==> src/rtl/z80s_pkg.sv <==
// Shared types, constants and flag helpers for the Z80-style instruction step block.
// Used by z80s_alu and z80_subset_instruction_step; depends on nothing else.
package z80s_pkg;

    // Memory geometry.
    localparam int ADDR_BITS = 16;
    localparam int MEM_DEPTH = 1 << ADDR_BITS;

    // Operation selector carried in the input word's tuser.
    typedef enum logic [1:0] {
        OPER_WRITE = 2'd0,
        OPER_READ  = 2'd1,
        OPER_EXEC  = 2'd2,
        OPER_SETPC = 2'd3
    } oper_t;

    // Implemented opcodes.
    localparam logic [7:0] OPC_LD_BC_NN = 8'h01;
    localparam logic [7:0] OPC_LD_MBC_A = 8'h02;
    localparam logic [7:0] OPC_INC_BC   = 8'h03;
    localparam logic [7:0] OPC_INC_B    = 8'h04;
    localparam logic [7:0] OPC_DEC_B    = 8'h05;
    localparam logic [7:0] OPC_LD_B_N   = 8'h06;
    localparam logic [7:0] OPC_RLCA     = 8'h07;
    localparam logic [7:0] OPC_EX_AF    = 8'h08;
    localparam logic [7:0] OPC_ADD_HL   = 8'h09;
    localparam logic [7:0] OPC_LD_A_MBC = 8'h0a;
    localparam logic [7:0] OPC_DEC_BC   = 8'h0b;
    localparam logic [7:0] OPC_INC_C    = 8'h0c;
    localparam logic [7:0] OPC_DEC_C    = 8'h0d;
    localparam logic [7:0] OPC_INC_DE   = 8'h13;
    localparam logic [7:0] OPC_DEC_DE   = 8'h1b;
    localparam logic [7:0] OPC_INC_HL   = 8'h23;
    localparam logic [7:0] OPC_DEC_HL   = 8'h2b;
    localparam logic [7:0] OPC_INC_SP   = 8'h33;
    localparam logic [7:0] OPC_DEC_SP   = 8'h3b;
    localparam logic [7:0] OPC_HALT     = 8'h76;

    // Sequencer states.
    typedef enum logic [3:0] {
        ST_IDLE,
        ST_WR,
        ST_RD,
        ST_RDW,
        ST_FETCH,
        ST_DECODE,
        ST_OPND,
        ST_OPLO,
        ST_OPHI,
        ST_DWR,
        ST_DRD,
        ST_DRDW,
        ST_EXEC,
        ST_DONE
    } state_t;

    // Shared adder request and result.
    typedef struct packed {
        logic [15:0] a;
        logic [15:0] b;
    } alu_req_t;

    typedef struct packed {
        logic [15:0] sum;
        logic        half;
        logic        carry;
    } alu_res_t;

    // Flags after an 8-bit increment: S, 5, 3 from the result, Z, H on low nibble zero,
    // P/V on 0x80, N clear. Carry is merged in by the caller.
    function automatic logic [7:0] inc_flags(input logic [7:0] r);
        logic [7:0] f;
        f    = r & 8'ha8;
        f[6] = (r == 8'h00);
        f[4] = (r[3:0] == 4'h0);
        f[2] = (r == 8'h80);
        return f;
    endfunction

    // Flags after an 8-bit decrement: H on low nibble 0xF, P/V on 0x7F, N set.
    function automatic logic [7:0] dec_flags(input logic [7:0] r);
        logic [7:0] f;
        f    = r & 8'ha8;
        f[6] = (r == 8'h00);
        f[4] = (r[3:0] == 4'hf);
        f[2] = (r == 8'h7f);
        f[1] = 1'b1;
        return f;
    endfunction

    // RLCA on the whole AF word: rotate A, carry takes old bit 7, keep S, Z and P/V.
    function automatic logic [15:0] rlca_af(input logic [15:0] af);
        return ((af >> 7) & 16'h0128) | ((af << 1) & 16'hfe00) |
               (af & 16'h00c4) | {15'b0, af[15]};
    endfunction

endpackage

==> src/rtl/z80s_alu.sv <==
// Shared 16-bit adder of the instruction step block, with half and full carry.
// Depends on z80s_pkg for the request and result types.
module z80s_alu import z80s_pkg::*; (
    input  alu_req_t req,
    output alu_res_t res
);

    logic [16:0] sum_w;
    logic [16:0] xor_w;

    // One add serves increments, decrements (by adding all ones) and ADD HL,BC.
    assign sum_w = {1'b0, req.a} + {1'b0, req.b};
    assign xor_w = {1'b0, req.a} ^ {1'b0, req.b} ^ sum_w;

    assign res.sum   = sum_w[15:0];
    assign res.half  = xor_w[12];
    assign res.carry = sum_w[16];

endmodule

==> config.mk <==
export PLATFORM = sky130hd
export DESIGN_NAME = z80s_alu
export DESIGN_NICKNAME = d
export VERILOG_FILES = /design/src/rtl/z80s_pkg.sv /design/src/rtl/z80s_alu.sv
export SDC_FILE = /design/constraint.sdc
export NUM_CORES = 1
export LEC_CHECK = 0
export BUFFER_PORTS_ARGS = -buffer_cell sky130_fd_sc_hd__buf_2
export CAP_MARGIN = 20
export CORE_ASPECT_RATIO = 0.75
export CORE_UTILIZATION = 36
export DETAILED_ROUTE_END_ITERATION = 6
export GPL_ROUTABILITY_DRIVEN = 0
export PLACE_DENSITY_LB_ADDON = 0.2
export SYNTH_ARGS = -nofsm -noshare
export SYNTH_HDL_FRONTEND = slang
export SYNTH_SLANG_ARGS = --single-unit
==> constraint.sdc <==
create_clock -name vclk -period 2.2
set_input_delay 0.11 -clock vclk [all_inputs]
set_output_delay 0.11 -clock vclk [all_outputs]
set_load 0.01 [all_outputs]
==> flow_metrics.tcl, run 1 <==
set metrics [dict create \
    outcome "completed" \
    drt-wirelength-per-cell_um 11.8 \
    min_to "res[2]" \
    ys_top_cells_by_area "ha_1 (23%), a21oi_1 (8.2%), nand2_1 (5.3%)" \
    wl_um 2350 \
    rows 14 \
    slew_headroom 0.748 \
    postCtsSetupRepairBufs 0 \
    ys_seq_area_frac 0 \
    grt_pass1_wl_um 3750 \
    fillers 224 \
    crit_top_cell "buf_2" \
    start_util 0.403 \
    synth_area_leader_cell "ha_1" \
    die_y_um 44.2 \
    cp_num_buf_inv 2 \
    hold_path_depth 3 \
    hpwl_um 1980 \
    yosysTopAreaCellShare 0.234 \
    syn_area_um2 855 \
    syn_to_final_growth_pct 34.3 \
    syn-num-nets 167 \
    hold_buffers 0 \
    hold_viol_final 0 \
    firstDrtPassIters 4 \
    report.final.slew_viol_count 0 \
    vias 1094 \
    tightest_slew_ns 0.377 \
    avgSynthCellArea_um2 7.24 \
    drc 0 \
    drtIter0Drc 17 \
    core_area_mm2 0.00212 \
    path_delay_family "compound AO/OA/AOI/OAI gates" \
    yosys_warnings 0 \
    synthCells 118 \
    drive_gt1_frac 0.371 \
    seqCellArea_um2 0 \
    n_antenna_cell 0 \
    die_area_mm2 0.00257 \
    pin_count 50 \
    drv_cap 0 \
    slowest_delay_ns 0.42 \
    crit_chain "buf_2 -> ha_1 -> fa_1 -> a21oi_1 -> o21ai_0 -> nand4_1 -> nand3_2 -> o311a_1 -> buf_2" \
    nFlopsAndLatches 0 \
    end_kind "output pin" \
    worst_setup_path_start_kind "input pin" \
    grt.overflow.total 0 \
    crit_type "in2out" \
    port_buffers 50 \
    p_leak_nw 0.582 \
    fmax_mhz 491 \
    die_w_um 58.3 \
    critPathMaxFanout 4 \
    antenna_left 0 \
    fin_setup_tns_ns 0 \
    grt_pass1_vias 915 \
    min_from "req[16]" \
    grt_start_max_net_pins 11 \
    ir_worst_vdd_v 0.000119 \
    min_period_over_period 0.926 \
    nClkBuffers 0 \
    dpl_cell_area_mm2 0.00114 \
    hp-class "in2out" \
    slowest_stage "fa_1" \
    cp.depth 9 \
    crit_arrival_ns 1.93 \
    p_per_area_mw_per_mm2 325 \
    grt_usage 0.176 \
    min_period_ns 2.04 \
    routed_via_density 5.50 \
    finalInstanceArea_mm2 0.00115 \
    cp_data_required_time_ns 2.09 \
    num-nets-final 218 \
    synth_cell_types 43 \
    setup_viol 0 \
    antenna_found_initial 0 \
    rsz0062_at_grt "false" \
]
-- cells in the final DEF, fill, tap and decap left out, types with 4 or more instances in the layout --
cell | netlist | routed
buf_2 | 2 | 50
xor2_1 | 5 | 5
o21ai_0 | 7 | 7
nand3_1 | 7 | 6
inv_1 | 4 | 4
nand2_1 | 12 | 12
nor2_1 | 4 | 4
ha_1 | 16 | 16
a21oi_1 | 14 | 14
-- cells in the mapped netlist, types with 3 or more instances --
library cell  number
a21o_1             3
a21oi_1           14
a31o_2             3
ha_1              16
inv_1              4
nand2_1           12
nand3_1            7
nor2_1             4
nor3_1             3
o21ai_0            7
xnor2_1            3
xor2_1             5
-- metal layers --
metal,GRT usage,vias up,wire (um),part of all wire
li1,-,550,-,-
met1,0.250,507,1140,0.48
met2,0.320,37,1080,0.46
met3,0.00292,0,133,0.057
met4,0,0,0,0
met5,0,-,0,0
-- worst min-delay path, delay by kind of cell --
kind,cells,cell delay (ns)
buffers and inverters,2,0.20
adders and majority gates,1,0.10
-- what timing repair did --
action                     4_1_cts  5_1_grt
gates resized for setup          0        1
setup endpoints to repair        0        1
hold endpoints to repair         0        0
-- how the worst max path moves through the flow --
stage | from | endpoint | slack, ns
floorplan | req[0] | res[16] | 0.45
global placement | req[0] | res[14] | 0.16
detailed placement | req[0] | res[14] | 0.13
CTS | req[0] | res[14] | 0.12
global route | req[0] | res[14] | 0.02
finish | req[0] | res[14] | 0.16
-- kinds of logic (layout without fill, tap and decap cells) --
| group | Yosys count | in the layout | synth area share |
|---|---|---|---|
| compound gates | 46 | 46 | 0.373 |
| xor+xnor | 8 | 8 | 0.0820 |
| fa+ha+maj | 17 | 17 | 0.258 |
| buf+inv | 7 | 56 | 0.0381 |
| mux | 2 | 2 | 0.0234 |
| simple gates | 38 | 38 | 0.225 |
-- power by group --
group | leakage, nW | internal (mW) | switching, mW
Sequential | 0 | 0 | 0
Combinational | 0.582 | 0.169 | 0.203
Clock | 0 | 0 | 0
-- layout make-up --
cell class,instances,area [um^2],share of cell area
inverter,4,15.0,0.0131
multi-input combinational,111,827,0.721
timing repair buffer,52,265,0.231
tap,32,40.0,0.0349
-- through the flow --
stage | power [mW] | setup slack [ns] | std cells | util | hold WS, ns
4_1_cts | 0.372 | 0.116 | 199 | 0.539 | 0.518
3_5_place_dp | 0.371 | 0.131 | 199 | 0.539 | 0.518
2_1_floorplan | 0.246 | 0.447 | 118 | - | 0.360
6_report | 0.373 | 0.162 | 199 | 0.541 | 0.514
5_1_grt | 0.411 | 0.0246 | 199 | 0.541 | 0.532
3_3_place_gp | 0.362 | 0.157 | 199 | 0.539 | 0.514
Note: power is estimated with default switching activity, not from simulation.
==> run 2, diff against run 1 <==
- CORE_ASPECT_RATIO: 0.75 -> not set
- clock period: 2.2 -> 2.52 ns (I/O delays scaled with it)
==> flow_metrics.tcl, run 2 (synthesis results as in run 1) <==
set metrics [dict create \
    outcome "completed" \
    seq_power_share 0 \
    p_sw_mw 0.174 \
    antenna_left 0 \
    p_leak_nw 0.568 \
    report.final.slew_viol_count 0 \
    crit_chain "buf_2 -> ha_1 -> fa_1 -> a21oi_1 -> o21ai_0 -> nand4_1 -> nand3_1 -> o311a_1 -> buf_2" \
    wl_um 2200 \
    grt_start_max_net_pins 12 \
    setup_viol 0 \
    dpl_cell_area_mm2 0.00112 \
    routed_via_density 5.45 \
    power_frac_clock 0 \
    crit_arrival_ns 1.97 \
    num-nets-final 216 \
    start_util 0.383 \
    vias 1052 \
    die_area_mm2 0.00257 \
    nFlopsAndLatches 0 \
    min_period_over_period 0.834 \
    die_y_um 50.7 \
    hpwl_um 1860 \
    postCtsSetupRepairBufs 0 \
    drv_cap 0 \
    slowest_delay_ns 0.42 \
    tightest_slew_ns 0.358 \
    pin_count 50 \
    seqCellArea_um2 0 \
    nClkBuffers 0 \
    end_kind "output pin" \
    port_buffers 50 \
    min_from "req[16]" \
    fin_setup_tns_ns 0 \
    antenna_found_initial 0 \
    intPower_mw 0.144 \
    layout_common_cells "buf_2 (50), ha_1 (16), a21oi_1 (14)" \
    min_period_ns 2.10 \
    grt_pass1_vias 928 \
    firstDrtPassIters 4 \
    critPathMaxFanout 4 \
    drc 0 \
    syn_to_final_growth_pct 31.3 \
    drive_gt1_frac 0.358 \
    grt_pass1_wl_um 3770 \
    final_common_cell "buf_2" \
    hold_viol_final 0 \
    power_frac_comb 1.000 \
    drt-wirelength-per-cell_um 11.4 \
    cp_data_required_time_ns 2.39 \
    fmax_mhz 476 \
    grt_usage 0.178 \
    die_w_um 50.7 \
    rsz0062_at_grt "false" \
    finalInstanceArea_mm2 0.00112 \
    drtIter0Drc 18 \
    swShare 0.547 \
    grt.overflow.total 0 \
    worst_setup_path_start_kind "input pin" \
    startpoint "req[0]" \
    rows 17 \
    ir_worst_vdd_v 0.000136 \
    hold_buffers 0 \
    cts_resized 0 \
    fillers 245 \
    core_area_mm2 0.00223 \
    utilization 0.503 \
    hp-class "in2out" \
    n_antenna_cell 0 \
    p_per_area_mw_per_mm2 284 \
    crit_top_cell "buf_2" \
    slowest_stage "fa_1" \
    slew_headroom 0.760 \
    crit_type "in2out" \
]
==> run 2: cell count changes in the layout (fill, tap and decap cells not counted) <==
cell	delta
nand3_2	-1
buf_4	-2
nand3_1	+1
==> run 2: area by class of cell <==
class | instances | area [um^2] | area share
Multi-Input combinational cell | 111 | 822 | 0.732
Tap cell | 28 | 35.0 | 0.0312
Inverter | 4 | 15.0 | 0.0134
Timing Repair Buffer | 50 | 250 | 0.223
==> run 2: worst paths after layout <==
check | to | slack, ns | depth (start not counted)
setup / recovery | res[14] | 0.42 | 9
hold / removal | res[2] | 0.54 | 3
==> run 2: per-layer routing <==
layer  track usage  part of all wire  up-vias
li1              -                 -      554
met1         0.257              0.48      462
met2         0.311              0.48       36
met3             0             0.042        0
met4             0                 0        0
met5             0                 0        -
==> run 2: power by group through the flow <==
stage / Sequential [mW] / Combinational (mW) / Clock (mW)
after floorplan: 0 / 0.215 / 0
after global placement: 0 / 0.312 / 0
after detailed placement: 0 / 0.318 / 0
after CTS: 0 / 0.320 / 0
after global routing: 0 / 0.354 / 0
final: 0 / 0.318 / 0
==> run 2: worst max-delay path: cells and delay by family <==
kind | cells | cell delay (ns)
AOI/OAI and AO/OA | 3 | 0.65
adders and majority gates | 2 | 0.63
buffers and inverters | 2 | 0.24
and+or+nand+nor | 2 | 0.32
==> run 2: per-stage QoR <==
step / worst slack, ns / hold slack, ns / power (mW) / std cells
floorplan: 0.735 / 0.392 / 0.215 / 118
global placement: 0.492 / 0.546 / 0.312 / 193
detailed placement: 0.420 / 0.546 / 0.318 / 193
CTS: 0.414 / 0.548 / 0.320 / 193
global route: 0.240 / 0.580 / 0.354 / 193
finish: 0.419 / 0.544 / 0.318 / 193
==> run 3, diff against run 2 <==
- clock period: 2.52 -> 1.89 ns (I/O delays scaled with it)
==> flow_metrics.tcl, run 3 (synthesis results as in run 1) <==
set metrics [dict create \
    dpl_worst_slack_ns -0.0876 \
    hold_viol_final 0 \
    drc 0 \
    total_power_mw 0.505 \
    seq_power_share 0 \
    ir_worst_vdd_v 0.000218 \
    die_w_um 50.7 \
    wl_um 2610 \
    min_period_ns 1.83 \
    p_per_area_mw_per_mm2 379 \
    syn_to_final_growth_pct 55.8 \
    grt_pass1_wl_um 3920 \
    fin_setup_tns_ns 0 \
    routed_via_density 5.49 \
    pin_count 50 \
    swShare 0.519 \
    fmax_mhz 547 \
    die_area_mm2 0.00257 \
    hpwl_um 2070 \
    n_antenna_cell 0 \
    fillers 234 \
    grt_pass1_vias 955 \
    min_period_over_period 0.968 \
    nFlopsAndLatches 0 \
    vias 1147 \
    finalWorstSetupSlack_ns 0.0604 \
    p_leak_nw 0.653 \
    hp-class "in2out" \
    cp_data_required_time_ns 1.80 \
    setup_viol 0 \
    crit_arrival_ns 1.74 \
    report.final.slew_viol_count 0 \
    crit_type "in2out" \
    fin_cells 209 \
    grt.overflow.total 0 \
    port_buffers 50 \
    end_kind "output pin" \
    grt_start_max_net_pins 11 \
    grt_usage 0.185 \
    final_common_cell "buf_2" \
    power_frac_clock 0 \
    slew_headroom 0.776 \
    die_y_um 50.7 \
    worst_setup_path_start_kind "input pin" \
    power_frac_comb 1.000 \
    intPower_mw 0.243 \
    nClkBuffers 0 \
    seqCellArea_um2 0 \
    firstDrtPassIters 4 \
    p_sw_mw 0.262 \
    rows 17 \
    num-nets-final 232 \
    drv_cap 0 \
    antenna_left 0 \
    hold_buffers 0 \
    critPathMaxFanout 4 \
    start_util 0.383 \
    drtIter0Drc 12 \
    core_area_mm2 0.00223 \
    drive_gt1_frac 0.492 \
    layout_common_cells "buf_2 (50), buf_4 (16), ha_1 (13)" \
    tightest_slew_ns 0.333 \
    drt-wirelength-per-cell_um 12.5 \
    antenna_found_initial 0 \
    outcome "completed" \
    placed_cells 208 \
]
[run 3: cell count changes in the layout (fill, tap and decap cells not counted), moves of 2 or more]
cell	delta
ha_4	+2
a21oi_1	-5
buf_4	+16
nand3_1	-3
a21oi_2	+4
nand3_2	+3
ha_1	-3
[run 3: final timing paths]
kind                  startpoint       to  slack (ns)  depth (start not counted)
worst max-delay path      req[0]  res[14]        0.06                          9
worst min-delay path     req[16]   res[2]        0.51                          3
[run 3: final cells by class]
type,instances,area [um^2],share of cell area
timing repair buffer,66,370,0.278
inverter,4,15.0,0.0113
multi-input combinational,111,911,0.684
tap,28,35.0,0.0263
[run 3: critical path, cell delays in order]
cell and delay (ns):
buf_2 0.10, ha_2 0.19, fa_2 0.39, a21oi_2 0.16
o21ai_1 0.11, nand4_1 0.15, nand3_2 0.11, o311a_1 0.29
buf_2 0.14
[run 3: per-stage QoR]
step	area [um^2]	hold WS [ns]	util
after detailed placement	1230	0.491	0.553
after CTS	1270	0.490	0.571
after global placement	1230	0.483	0.553
after global routing	1330	0.522	0.596
final	1330	0.510	0.596
after floorplan	855	0.329	-
[run 3: metal layers]
metal  track usage  vias to the layer above  part of all wire
met3       0.00606                        0             0.036
li1              -                      583                 -
met1         0.254                      534              0.47
met2         0.333                       30              0.49
met4       0.00463                        0                 0
met5             0                        -                 0
[run 3: power groups by stage]
stage / Sequential (mW) / Clock [mW] / Combinational (mW)
floorplan: 0 / 0 / 0.287
finish: 0 / 0 / 0.505
CTS: 0 / 0 / 0.479
detailed placement: 0 / 0 / 0.465
global placement: 0 / 0 / 0.455
global route: 0 / 0 / 0.553
[run 3: what timing repair did]
action,CTS,global route
endpoints found under the setup margin,6,8
pin swaps,1,5
hold endpoints to repair,0,0
resized for setup,6,11
buffers inserted,1,0
